<file path="src/sv/bcc_pkg.sv">
`timescale 1ns / 1ps
// bcc_pkg: shared types and constants for the button click classifier
// depends on nothing; used by bcc_fsm and button_click_classifier

package bcc_pkg;

   localparam int COUNT_WIDTH = 16;
   // compare width wide enough for the count and the 16-bit limits
   localparam int CMP_W = (COUNT_WIDTH > 16) ? COUNT_WIDTH : 16;

   localparam int CSR_INDEX_W = 3;
   localparam int CSR_DATA_W  = 16;

   localparam logic [CSR_INDEX_W-1:0] CSR_ACTIVE_LEVEL   = 3'd0;
   localparam logic [CSR_INDEX_W-1:0] CSR_DEBOUNCE_TICKS = 3'd1;
   localparam logic [CSR_INDEX_W-1:0] CSR_LONG_TICKS     = 3'd2;
   localparam logic [CSR_INDEX_W-1:0] CSR_WINDOW_TICKS   = 3'd3;
   localparam logic [CSR_INDEX_W-1:0] CSR_CONFIRM_TICKS  = 3'd4;

   localparam logic        RST_ACTIVE_LEVEL   = 1'b1;
   localparam logic [15:0] RST_DEBOUNCE_TICKS = 16'd30;
   localparam logic [15:0] RST_LONG_TICKS     = 16'd30000;
   localparam logic [15:0] RST_WINDOW_TICKS   = 16'd4000;
   localparam logic [7:0]  RST_CONFIRM_TICKS  = 8'd10;

   localparam logic [1:0] KIND_BOUNCE = 2'd0;
   localparam logic [1:0] KIND_SINGLE = 2'd1;
   localparam logic [1:0] KIND_DOUBLE = 2'd2;
   localparam logic [1:0] KIND_LONG   = 2'd3;

   typedef enum logic [1:0] {
      PH_IDLE    = 2'd0,
      PH_HOLD    = 2'd1,
      PH_GAP     = 2'd2,
      PH_CONFIRM = 2'd3
   } phase_type;

   typedef struct packed {
      logic        active_level;
      logic [15:0] debounce_ticks;
      logic [15:0] long_ticks;
      logic [15:0] window_ticks;
      logic [7:0]  confirm_ticks;
   } cfg_type;

   typedef struct packed {
      logic       valid;
      logic [1:0] kind;
   } result_type;

endpackage

</file>
<file path="src/sv/bcc_fsm.sv">
`timescale 1ns / 1ps
// bcc_fsm: press classification state machine, one sample per accepted word
// depends on bcc_pkg

module bcc_fsm (
   input  logic              clock,
   input  logic              reset,
   input  logic              sample_accept,
   input  logic              sample_level,
   input  bcc_pkg::cfg_type  cfg,
   output bcc_pkg::result_type result
);

   localparam int CW = bcc_pkg::COUNT_WIDTH;
   localparam int XW = bcc_pkg::CMP_W;

   bcc_pkg::phase_type phase_ff, phase_in;
   logic [CW-1:0]      count_ff, count_in;
   logic [7:0]         confirm_ff, confirm_in;
   logic               prev_ff, prev_in;

   logic               pressed;
   logic               was_pressed;
   logic [CW-1:0]      count_inc;
   logic [CW-1:0]      count_span;
   logic [CW-1:0]      count_span_inc;

   // saturating add, clamps at the all-ones count
   function automatic logic [CW-1:0] sat_add(input logic [CW-1:0] a, input logic [CW-1:0] b);
      logic [CW:0] sum;
      sum = {1'b0, a} + {1'b0, b};
      return sum[CW] ? {CW{1'b1}} : sum[CW-1:0];
   endfunction

   assign pressed        = (sample_level == cfg.active_level);
   assign was_pressed    = (prev_ff == cfg.active_level);
   assign count_inc      = sat_add(count_ff, CW'(1));
   assign count_span     = sat_add(count_ff, CW'(cfg.confirm_ticks));
   assign count_span_inc = sat_add(count_span, CW'(1));

   always_ff @(posedge clock) begin
      if (reset) begin
         phase_ff   <= bcc_pkg::PH_IDLE;
         count_ff   <= '0;
         confirm_ff <= '0;
         prev_ff    <= 1'b0;
      end else begin
         phase_ff   <= phase_in;
         count_ff   <= count_in;
         confirm_ff <= confirm_in;
         prev_ff    <= prev_in;
      end
   end

   always_comb begin
      phase_in     = phase_ff;
      count_in     = count_ff;
      confirm_in   = confirm_ff;
      prev_in      = prev_ff;
      result.valid = 1'b0;
      result.kind  = bcc_pkg::KIND_BOUNCE;
      if (sample_accept) begin
         prev_in = sample_level;
         unique case (phase_ff)
            bcc_pkg::PH_IDLE: begin
               // arming sample is the first held sample
               if (pressed && !was_pressed) begin
                  phase_in = bcc_pkg::PH_HOLD;
                  count_in = CW'(1);
               end
            end
            bcc_pkg::PH_HOLD: begin
               if (!pressed) begin
                  if (XW'(count_ff) < XW'(cfg.debounce_ticks)) begin
                     result.valid = 1'b1;
                     result.kind  = bcc_pkg::KIND_BOUNCE;
                     phase_in     = bcc_pkg::PH_IDLE;
                  end else if (XW'(count_ff) > XW'(cfg.window_ticks)) begin
                     result.valid = 1'b1;
                     result.kind  = bcc_pkg::KIND_SINGLE;
                     phase_in     = bcc_pkg::PH_IDLE;
                  end else begin
                     // release sample opens the gap
                     phase_in = bcc_pkg::PH_GAP;
                     count_in = count_inc;
                  end
               end else if (XW'(count_ff) > XW'(cfg.long_ticks)) begin
                  result.valid = 1'b1;
                  result.kind  = bcc_pkg::KIND_LONG;
                  phase_in     = bcc_pkg::PH_IDLE;
               end else begin
                  count_in = count_inc;
               end
            end
            bcc_pkg::PH_GAP: begin
               if (pressed) begin
                  confirm_in = (cfg.confirm_ticks == 8'd0) ? 8'd1 : cfg.confirm_ticks;
                  phase_in   = bcc_pkg::PH_CONFIRM;
               end else if (XW'(count_ff) > XW'(cfg.window_ticks)) begin
                  result.valid = 1'b1;
                  result.kind  = bcc_pkg::KIND_SINGLE;
                  phase_in     = bcc_pkg::PH_IDLE;
               end else begin
                  count_in = count_inc;
               end
            end
            bcc_pkg::PH_CONFIRM: begin
               if (confirm_ff > 8'd1) begin
                  confirm_in = confirm_ff - 8'd1;
               end else begin
                  confirm_in = 8'd0;
                  if (pressed) begin
                     result.valid = 1'b1;
                     result.kind  = bcc_pkg::KIND_DOUBLE;
                     phase_in     = bcc_pkg::PH_IDLE;
                  end else if (XW'(count_span) > XW'(cfg.window_ticks)) begin
                     result.valid = 1'b1;
                     result.kind  = bcc_pkg::KIND_SINGLE;
                     phase_in     = bcc_pkg::PH_IDLE;
                  end else begin
                     count_in = count_span_inc;
                     phase_in = bcc_pkg::PH_GAP;
                  end
               end
            end
            default: begin
               phase_in = bcc_pkg::PH_IDLE;
            end
         endcase
      end
   end

endmodule

</file>
<file path="src/sv/button_click_classifier.sv">
`timescale 1ns / 1ps
// button_click_classifier: top level, csr bank, classifier and output buffer
// depends on bcc_pkg and bcc_fsm
//
// usage
//  - req channel: one word per 100 us tick, req_button_level is the raw pin
//    sample; a word moves when req_valid is high and req_stall is low
//  - rsp channel: rsp_click_kind 0 bounce, 1 single, 2 double, 3 long; a
//    word is produced only on the sample that settles a press, never more
//    than one per sample
//  - csr channel: csr_index selects the register (0 active level,
//    1 debounce, 2 long, 3 window, 4 confirm); csr_ready is always high;
//    writes must be made only while the block is idle; this is not enforced
//  - output path: the result of a taken sample word is registered into the
//    output register, or into the skid word while the output word is stalled
//  - throughput: one sample word a cycle bar stalls; the whole classification step
//    is one pass of compares and saturating adds ahead of the state register
//  - stall: the output register plus a one-word skid buffer keep req open
//    while a result waits; req_stall rises only once the skid word is full
//  - reset: synchronous, active high; state returns to idle, the previous
//    sample is taken as released, registers return to their defaults and
//    both output words are emptied

module button_click_classifier (
   input  logic                            clock,
   input  logic                            reset,
   // sample channel
   input  logic                            req_valid,
   output logic                            req_stall,
   input  logic                            req_button_level,
   // result channel
   output logic                            rsp_valid,
   input  logic                            rsp_stall,
   output logic [1:0]                      rsp_click_kind,
   // register write channel
   input  logic                            csr_valid,
   output logic                            csr_ready,
   input  logic [bcc_pkg::CSR_INDEX_W-1:0] csr_index,
   input  logic [bcc_pkg::CSR_DATA_W-1:0]  csr_data
);

   bcc_pkg::cfg_type    cfg_ff, cfg_in;
   bcc_pkg::result_type fsm_result;

   logic       req_accept;
   logic       rsp_drain;

   // output register and skid word
   logic       out_valid_ff, out_valid_in;
   logic [1:0] out_kind_ff, out_kind_in;
   logic       skid_valid_ff, skid_valid_in;
   logic [1:0] skid_kind_ff, skid_kind_in;

   assign csr_ready  = 1'b1;
   assign req_stall  = skid_valid_ff;
   assign req_accept = req_valid && !req_stall;
   assign rsp_drain  = out_valid_ff && !rsp_stall;

   // register bank
   always_comb begin
      cfg_in = cfg_ff;
      if (csr_valid && csr_ready) begin
         unique case (csr_index)
            bcc_pkg::CSR_ACTIVE_LEVEL:   cfg_in.active_level   = csr_data[0];
            bcc_pkg::CSR_DEBOUNCE_TICKS: cfg_in.debounce_ticks = csr_data;
            bcc_pkg::CSR_LONG_TICKS:     cfg_in.long_ticks     = csr_data;
            bcc_pkg::CSR_WINDOW_TICKS:   cfg_in.window_ticks   = csr_data;
            bcc_pkg::CSR_CONFIRM_TICKS:  cfg_in.confirm_ticks  = csr_data[7:0];
            default:                     cfg_in = cfg_ff;   // unmapped index ignored
         endcase
      end
   end

   always_ff @(posedge clock) begin
      if (reset) begin
         cfg_ff.active_level   <= bcc_pkg::RST_ACTIVE_LEVEL;
         cfg_ff.debounce_ticks <= bcc_pkg::RST_DEBOUNCE_TICKS;
         cfg_ff.long_ticks     <= bcc_pkg::RST_LONG_TICKS;
         cfg_ff.window_ticks   <= bcc_pkg::RST_WINDOW_TICKS;
         cfg_ff.confirm_ticks  <= bcc_pkg::RST_CONFIRM_TICKS;
      end else begin
         cfg_ff <= cfg_in;
      end
   end

   // classification state machine
   bcc_fsm u_fsm (
      .clock         (clock),
      .reset         (reset),
      .sample_accept (req_accept),
      .sample_level  (req_button_level),
      .cfg           (cfg_ff),
      .result        (fsm_result)
   );

   // output buffer: the skid word drains first, new results fill the gap
   always_comb begin
      out_valid_in  = out_valid_ff;
      out_kind_in   = out_kind_ff;
      skid_valid_in = skid_valid_ff;
      skid_kind_in  = skid_kind_ff;
      if (rsp_drain || !out_valid_ff) begin
         if (skid_valid_ff) begin
            // no sample is taken while the skid word is full
            out_valid_in  = 1'b1;
            out_kind_in   = skid_kind_ff;
            skid_valid_in = 1'b0;
         end else begin
            out_valid_in = fsm_result.valid;
            out_kind_in  = fsm_result.kind;
         end
      end else if (fsm_result.valid) begin
         // output held by the receiver, park the new word
         skid_valid_in = 1'b1;
         skid_kind_in  = fsm_result.kind;
      end
   end

   always_ff @(posedge clock) begin
      if (reset) begin
         out_valid_ff  <= 1'b0;
         skid_valid_ff <= 1'b0;
      end else begin
         out_valid_ff  <= out_valid_in;
         skid_valid_ff <= skid_valid_in;
      end
   end

   always_ff @(posedge clock) begin
      out_kind_ff  <= out_kind_in;
      skid_kind_ff <= skid_kind_in;
   end

   assign rsp_valid      = out_valid_ff;
   assign rsp_click_kind = out_kind_ff;

`ifndef SYNTHESIS
   // the skid word is only ever filled behind a waiting output word
   assert property (@(posedge clock) disable iff (reset)
      skid_valid_ff |-> out_valid_ff)
      else $error("skid word held with empty output register");

   // a result only comes from an accepted sample
   assert property (@(posedge clock) disable iff (reset)
      fsm_result.valid |-> req_accept)
      else $error("result produced without an accepted sample");

   // a result arriving behind a stalled output word is parked, not lost
   assert property (@(posedge clock) disable iff (reset)
      (out_valid_ff && rsp_stall && fsm_result.valid) |=> skid_valid_ff)
      else $error("result dropped while output stalled");
`endif

endmodule
</file>
<file path="config.mk">
export PLATFORM = sky130hd
export DESIGN_NAME = button_click_classifier
export DESIGN_NICKNAME = d
export VERILOG_FILES = /design/src/sv/bcc_pkg.sv /design/src/sv/bcc_fsm.sv /design/src/sv/button_click_classifier.sv
export SDC_FILE = /design/constraint.sdc
export NUM_CORES = 1
export LEC_CHECK = 0
export BUFFER_PORTS_ARGS = -buffer_cell sky130_fd_sc_hd__buf_2
export CORE_UTILIZATION = 57
export CTS_BUF_LIST = sky130_fd_sc_hd__clkbuf_16
export DETAILED_ROUTE_END_ITERATION = 8
export PLACE_DENSITY = 0.74
export SLEW_MARGIN = 5
export SYNTH_ARGS = -nofsm -noshare
export SYNTH_HDL_FRONTEND = slang
export SYNTH_HIERARCHICAL = 1
export SYNTH_SLANG_ARGS = --single-unit
</file>
<file path="constraint.sdc">
create_clock -name clock -period 4.6 [get_ports clock]
set_input_delay 0.92 -clock clock [delete_from_list [all_inputs] [get_ports clock]]
set_output_delay 0.92 -clock clock [all_outputs]
set_load 0.01 [all_outputs]
</file>
### After elaboration in Yosys (flattened, before gate mapping)

Index checks and enable logic that the tools add are counted.
Widths: inputs -> output; s select.

| word-level totals | value |
|---|---|
| input port bits | 25 |
| word-level logic and storage cells | 104 |
| bits in registers | 90 |
| output and inout bits | 5 |

| cells by class | value |
|---|---|
| $lt $le $gt $ge | 5 |
| eq/ne operators | 19 |
| add/sub/neg operators | 4 |
| bitwise gates (word level) | 1 |
| mux-type cells | 40 |
| reduce and logical (&&, ||, !) cells | 22 |

Operators by type and width:

| operator | number |
|---|---|
| $mux 16 | 12 |
| $pmux 16 s4 | 1 |
| $gt 16x16->1 | 3 |
| $add 16x1->17 const B | 2 |
| $mux 3 | 9 |
| $mux 8 | 3 |
| $mux 2 | 11 |
| $add 16x8->17 | 1 |
| $lt 16x16->1 | 1 |
| $pmux 8 s2 | 1 |
| $reduce_and 2->1 | 6 |
| $pmux 3 s3 | 1 |
| $gt 8x1->1 const B | 1 |
| $logic_not 8->1 | 1 |
| $ne 2x2->1 const B | 4 |
| $pmux 2 s4 | 1 |
| $reduce_and 8->1 | 1 |
| $sub 8x1->8 const B | 1 |
| $eq 3x2->1 const B | 2 |
| $ne 3x3->1 const B | 2 |
| $reduce_and 5->1 | 1 |
| $eq 2x2->1 const B | 2 |
| $logic_not 1->1 | 4 |
| $ne 2x1->1 const B | 2 |
| other kinds (15) | 18 |

### Longest topological paths before layout

| depth | value |
|---|---|
| depth in word-level cells | 9 |
| gate-level depth with buffers | 21 |
| depth with buffers taken out | 19 |

### Hierarchy

The synthesis kept the hierarchy.

Modules (own cells, without submodules):

| module | cells an instance | times used | sequential area each (µm²) | area each (µm²) |
|---|---|---|---|---|
| bcc_fsm | 701 | 1 | 540.5 | 4860.9 |
| button_click_classifier | 243 | 1 | 1301.2 | 2593.7 |

### Worst setup path before layout

OpenSTA, ideal clock, no wires.

| timing path | value |
|---|---|
| path type | register to register |
| start point | reg u_fsm.count_ff[0] |
| end point | reg u_fsm.count_ff[15] |
| path buffers | 2 |
| required time | 4521 ps |
| slack | 130 ps |
| stages on the path, launching flop included | 21 |
| period minus slack after synthesis | 4470 ps |
| library setup time | 79 ps |
| data arrival time | 4391 ps |
| path through | dfxtp_1 > ha_1 > fa_1 > a211oi_1 > o211ai_1 > nand2_1 > and3_1 > a21o_1 > inv_1 > ha_1 > nand4_1 > or3_1 > a21o_1 > a31oi_1 > a32oi_1 > o21a_1 > clkbuf_1 > nor2_1 > clkbuf_1 > o21ai_0 > o211ai_1 |

| on the way | value |
|---|---|
| cells in the longest elaborated chain, start to end | 8 |
| elaborated cells on any way between the ends | 23 |
| classes of those cells | add/sub: 3; order compare: 4; eq/ne: 3; mux: 12; reduce/logical: 1 |

Ends and longest elaborated chain:

| item | RTL line | text |
|---|---|---|
| start, declared | bcc_fsm.sv:18 | `logic [CW-1:0] count_ff, count_in;` |
| start signal, assigned | bcc_fsm.sv:49 | `count_ff <= count_in;` |
| $add 16x8->17 | bcc_fsm.sv:31 | `sum = {1'b0, a} + {1'b0, b};` |
| $mux 16 | bcc_fsm.sv:32 | `return sum[CW] ? {CW{1'b1}} : sum[CW-1:0];` |
| $add 16x1->17 | bcc_fsm.sv:31 |  |
| $mux 16 | bcc_fsm.sv:32 |  |
| $mux 16 | bcc_fsm.sv:116 | `end else if (XW'(count_span) > XW'(cfg.window_ticks)) begin` |
| $mux 16 | bcc_fsm.sv:112 | `if (pressed) begin` |
| $mux 16 | bcc_fsm.sv:108 | `if (confirm_ff > 8'd1) begin` |
| $pmux 16 s4 | bcc_fsm.sv:64 | `unique case (phase_ff)` |

Parallel ways exist; a longest one is shown, timed or not. The select of a mux whose other input is x is not followed.
A chain may end at the register's enable or synchronous reset.

### Final worst setup path

| timing path | value |
|---|---|
| start point | reg cfg_ff[2] in the netlist's numbering |
| end point | reg u_fsm.count_ff[1] |

| on the way | value |
|---|---|
| cells in the longest elaborated chain, start to end | 8 |
| elaborated cells on any way between the ends | 11 |
| classes of those cells | add/sub: 2; order compare: 1; eq/ne: 1; mux: 6; reduce/logical: 1 |

Ends and longest elaborated chain:

| item | RTL line | text |
|---|---|---|
| start, declared | button_click_classifier.sv:42 | `bcc_pkg::cfg_type cfg_ff, cfg_in;` |
| start signal, assigned | button_click_classifier.sv:82 | `cfg_ff <= cfg_in;` |
| $add 16x8->17 (*) | bcc_fsm.sv:31 |  |
| $mux 16 (*) | bcc_fsm.sv:32 |  |
| $add 16x1->17 | bcc_fsm.sv:31 |  |
| $mux 16 | bcc_fsm.sv:32 |  |
| $mux 16 | bcc_fsm.sv:116 |  |
| $mux 16 | bcc_fsm.sv:112 |  |
| $mux 16 | bcc_fsm.sv:108 |  |
| $pmux 16 s4 | bcc_fsm.sv:64 |  |

Every way passes the cells marked *; elsewhere a longest branch is shown, timed or not. The select of a mux whose other input is x is not followed.

==> results.txt <==
The flow ran to the end, and the final reports show no timing, DRC or antenna violations. The post-synthesis cell type count was 80. When the netlist entered floorplanning its net count stood at 1045.

The net load switching power came out at 0.0005131 W. The predominant post-synthesis flop cell is sky130_fd_sc_hd__dfxtp_1. The clock period minus final worst setup slack was 4415 ps; the delay of the slowest critical-path stage was 430 ps. Walking the worst path, the cells encountered are ha_1 -> o211ai_1 -> or3_4 -> a211oi_1 -> mux2_4 -> ha_1 -> a211oi_1 -> o21ai_0 -> a221oi_2 -> a31oi_4 -> a32oi_1 -> o21a_1 -> o31ai_1 -> o31ai_1.

The clock power share is 42.6%, and the iteration count of the initial detailed-routing pass is 6. Together, buffers and inverters on the worst path number 0. After routing, the total negative slack on setup checks comes to 0 ps. Of the cells placed in the final design, the portion with a size suffix greater than 1 is 12.09%. For the via count of the first global-routing pass, the log shows 6668. The total congestion overflow came out at 0. The number of violations reported at the end of detailed-routing iteration 0 was 701. The total power is 0.001784 W. In the layout the commonest cells are sky130_fd_sc_hd__nor2_1, sky130_fd_sc_hd__dfxtp_1, sky130_fd_sc_hd__ha_1, sky130_fd_sc_hd__nand2_1, sky130_fd_sc_hd__inv_1.

The area growth from synthesis to layout is 10.73%. The run gives 0.2275 mV as the maximum VDD drop. No sink is reached through more buffers than the 2 on the longest clock path. Entering global routing, the biggest net connects 97 pins. The smallest setup slack after layout came out at 184.7 ps.

The post-synthesis sequential area ratio was 24.71%. Measured against its own limit, the worst slew margin works out to 26.35%. The number of pins with negative max-slew slack in the final report is 0. Power spread over the standard cell area amounts to 216.1 nW/um2. The critical path in this run is classified as flop to flop. The synthesized design contains 4 enable-type register cells.

Arrival time at the worst endpoint: 4620 ps. In this run the worst path has a maximum fanout of 6. The floorplan core area is 12670 um2. Derived from the worst setup path, the maximum achievable clock frequency is 226.5 MHz. The tools report the critical path capture point type as a flop.

Of the total power, the share spent switching nets is 28.76%. Across the routed clock network, the largest skew measured is 8.357 ps. The sequential cell fraction of total power is 45.5%. The site row count is 41.

In this run the critical register-to-register path is launched from cfg_ff[2]$_SDFFE_PP0P_. Buffers inserted during clock tree synthesis total 9. The count of warnings emitted by yosys is 6. Combinational cells account for 11.9% of the total power.

Fraction of registers with async set/reset: 0%. In this run the horizontal extent of the chip is 116.4 um. In the routed design, unresolved DRC markers number 0. The final wirelength was 21550 um; the leakage dissipation was 3.572 nW. The number of nets in the final layout came out at 1080. The number of antenna violations at the first check in global routing is 0, and the CTS sink count is 90. The die is 116.4 um tall. The logs give 360 ps for the clock network latency to the later pin of the worst-skew pair and 0 for the total inserted antenna cells. The cell sitting at the root of the clock tree is a sky130_fd_sc_hd__clkbuf_16.

Setup violations remaining at the end of the flow were counted as 0. The HPWL after detailed placement is 16430 um. Commonest non-fill, non-tap cell in the layout: sky130_fd_sc_hd__nor2_1. The tools report the count of pins on the block boundary as 30. The global-route wire length before repair is 34240 um, and the initial core utilization is 58.83%. After synthesis the cells add up to 7455 um2. The tools report the maximum level of the CTS H-tree as 3.

The fraction of the cycle the final worst path needs was 95.98%; the slew at the pin closest to its max-slew limit was 1077 ps. Among cell families on the critical path, the largest total delay comes from compound AO/OA/AOI/OAI gates. The share of the core filled with cells in the final layout was 65.14%; the count of buffers inserted at the top-level ports was 28. Clock-pin slew reported for the worst setup and hold paths after clock tree synthesis: 70 ps. The worst setup path is launched from a flop. At the end of routability-driven placement, the weighted congestion stood at 0.9813. The max-capacitance violation count was 0. The path type of the worst min-delay path is flop to flop. The cell with the largest stage delay on the worst path is sky130_fd_sc_hd__ha_1. The pre-CTS setup slack is 148.0 ps. TritonCTS built the clock tree.

The run gives 0.001271 W as the internal power contribution. The post-synthesis area per instance was 7.897 um2; the minimum hold slack was 473.1 ps. Global routing consumed, over all layers together, 33.20% of the routing resources. After detailed routing, the number of vias per cell comes to 6.157. Final count of hold timing violations: 0.

The flip-flop and latch count after synthesis was 90. The full die area was 13540 um2. Required time reported for the critical path endpoint: 4800 ps.

The hold buffer count at cts was 0. Dividing the detail-routed wire length by the instance count gives 18.64 um. The count of nets left with antenna violations once routing finished came out at 0.

The critical path starts at cfg_ff[2]$_SDFFE_PP0P_. The startpoint identified for the worst hold timing path is cfg_ff[48]$_SDFFE_PP0P_. Synthesis handed over a netlist of 944 instances.

The routed layout has 7117 vias.
==> metrics by stage <==
step	cells	area, um2
global placement	1139	7904
floorplan	944	7455
global route	1156	8254
finish	1156	8254
CTS	1155	8209
detailed placement	1139	7904
==> path summary, 6_finish.rpt <==
kind         slack, ps                              to  depth (start not counted)
max                180  u_fsm/count_ff[1]$_SDFFE_PP0P_                         14
min                470         cfg_ff[48]$_SDFFE_PP0P_                          2
max reg2reg        180  u_fsm/count_ff[1]$_SDFFE_PP0P_                         14
min reg2reg        470         cfg_ff[48]$_SDFFE_PP0P_                          2
==> worst reg2reg max path, cell delays in order (launching register included) <==
cell	delay [ps]
sky130_fd_sc_hd__dfxtp_1	350
sky130_fd_sc_hd__ha_1	430
sky130_fd_sc_hd__o211ai_1	150
sky130_fd_sc_hd__or3_4	400
sky130_fd_sc_hd__a211oi_1	370
sky130_fd_sc_hd__mux2_4	370
sky130_fd_sc_hd__ha_1	310
sky130_fd_sc_hd__a211oi_1	220
sky130_fd_sc_hd__o21ai_0	150
sky130_fd_sc_hd__a221oi_2	350
sky130_fd_sc_hd__a31oi_4	140
sky130_fd_sc_hd__a32oi_1	260
sky130_fd_sc_hd__o21a_1	230
sky130_fd_sc_hd__o31ai_1	100
sky130_fd_sc_hd__o31ai_1	430
==> power groups by stage <==
stage               logic (W)  clock network, W  registers, W
global route         0.000233          0.000804      0.000813
floorplan            0.000144                 0      0.000825
global placement     0.000203                 0      0.000828
finish               0.000213          0.000760      0.000811
detailed placement   0.000206                 0      0.000829
CTS                  0.000208          0.000772      0.000811
==> metal layers <==
metal  global-route usage (%)  vias to the layer above  part of all wire, %
li1                         -                     3477                    -
met1                    42.84                     3298                   44
met2                    53.65                      288                   46
met3                    6.072                       54                  6.9
met4                    15.47                        0                  3.5
met5                        0                        -                    0
==> registers in the layout (all words and copies together) (netlist names) <==
register,count
rsp_valid,1
u_fsm/prev_ff,1
u_fsm/confirm_ff,8
cfg_ff,57
req_stall,1
u_fsm/phase_ff,2
skid_kind_ff,2
u_fsm/count_ff,16
rsp_click_kind,2
==> cell usage after synthesis (4+ instances only) <==
| cell | count | area share (%) |
|---|---|---|
| sky130_fd_sc_hd__o41ai_1 | 4 | 0.47 |
| sky130_fd_sc_hd__nor4_1 | 7 | 0.59 |
| sky130_fd_sc_hd__or2_2 | 5 | 0.42 |
| sky130_fd_sc_hd__o31ai_1 | 5 | 0.50 |
| sky130_fd_sc_hd__edfxtp_1 | 4 | 1.6 |
| sky130_fd_sc_hd__nor2b_1 | 5 | 0.42 |
| sky130_fd_sc_hd__nor3_1 | 17 | 1.1 |
| sky130_fd_sc_hd__xnor2_1 | 13 | 1.5 |
| sky130_fd_sc_hd__buf_2 | 11 | 0.74 |
| sky130_fd_sc_hd__o22ai_1 | 4 | 0.34 |
| sky130_fd_sc_hd__and3_1 | 9 | 0.76 |
| sky130_fd_sc_hd__nand2_1 | 69 | 3.5 |
| sky130_fd_sc_hd__o211ai_1 | 15 | 1.5 |
| sky130_fd_sc_hd__xor2_1 | 7 | 0.82 |
| sky130_fd_sc_hd__clkbuf_1 | 29 | 1.5 |
| sky130_fd_sc_hd__o21a_1 | 6 | 0.60 |
| sky130_fd_sc_hd__a211oi_1 | 16 | 1.6 |
| sky130_fd_sc_hd__a221oi_1 | 4 | 0.47 |
| sky130_fd_sc_hd__a21o_1 | 13 | 1.3 |
| sky130_fd_sc_hd__nand2b_1 | 60 | 5.0 |
| sky130_fd_sc_hd__and2_1 | 6 | 0.50 |
| sky130_fd_sc_hd__nand4_1 | 14 | 1.2 |
| sky130_fd_sc_hd__or3_1 | 5 | 0.42 |
| sky130_fd_sc_hd__ha_1 | 75 | 13 |
| sky130_fd_sc_hd__a21oi_1 | 65 | 4.4 |
| sky130_fd_sc_hd__inv_1 | 68 | 3.4 |
| sky130_fd_sc_hd__nor2_1 | 92 | 4.6 |
| sky130_fd_sc_hd__buf_4 | 5 | 0.50 |
| sky130_fd_sc_hd__nand3_1 | 24 | 1.6 |
| sky130_fd_sc_hd__a31oi_1 | 13 | 1.1 |
| sky130_fd_sc_hd__mux2i_1 | 61 | 8.2 |
| sky130_fd_sc_hd__o221ai_1 | 5 | 0.59 |
| sky130_fd_sc_hd__dfxtp_1 | 86 | 23 |
| sky130_fd_sc_hd__o21ai_0 | 52 | 3.5 |
==> area by class of cell <==
class,count,area (um2)
Clock inverter,7,80.08
Tap cell,172,215.2
Fill cell,1141,4417
Timing Repair Buffer,72,470.5
Clock buffer,9,225.2
Sequential cell,90,1842
Multi-Input combinational cell,738,5166
Inverter,68,255.2
==> what timing repair did <==
| item | in CTS | in global routing |
|---|---|---|
| endpoints found under the setup margin | 0 | 17 |
| buffers inserted | 0 | 1 |
| endpoints found under the hold margin | 0 | 0 |
| resized for setup | 0 | 8 |
==> kinds of logic (layout without fill, tap and decap cells) <==
kind of cell | count (synthesis) | in the layout | share of synthesized area, %
buf+inv | 116 | 156 | 6.495
compound gates | 241 | 241 | 21.38
mux | 65 | 65 | 8.845
other cells | 1 | 1 | 0.05030
fa+ha+maj | 76 | 76 | 12.86
flops | 90 | 90 | 24.71
xor+xnor | 20 | 20 | 2.350
simple gates | 335 | 335 | 23.31
(Power assumes the default switching activity.)
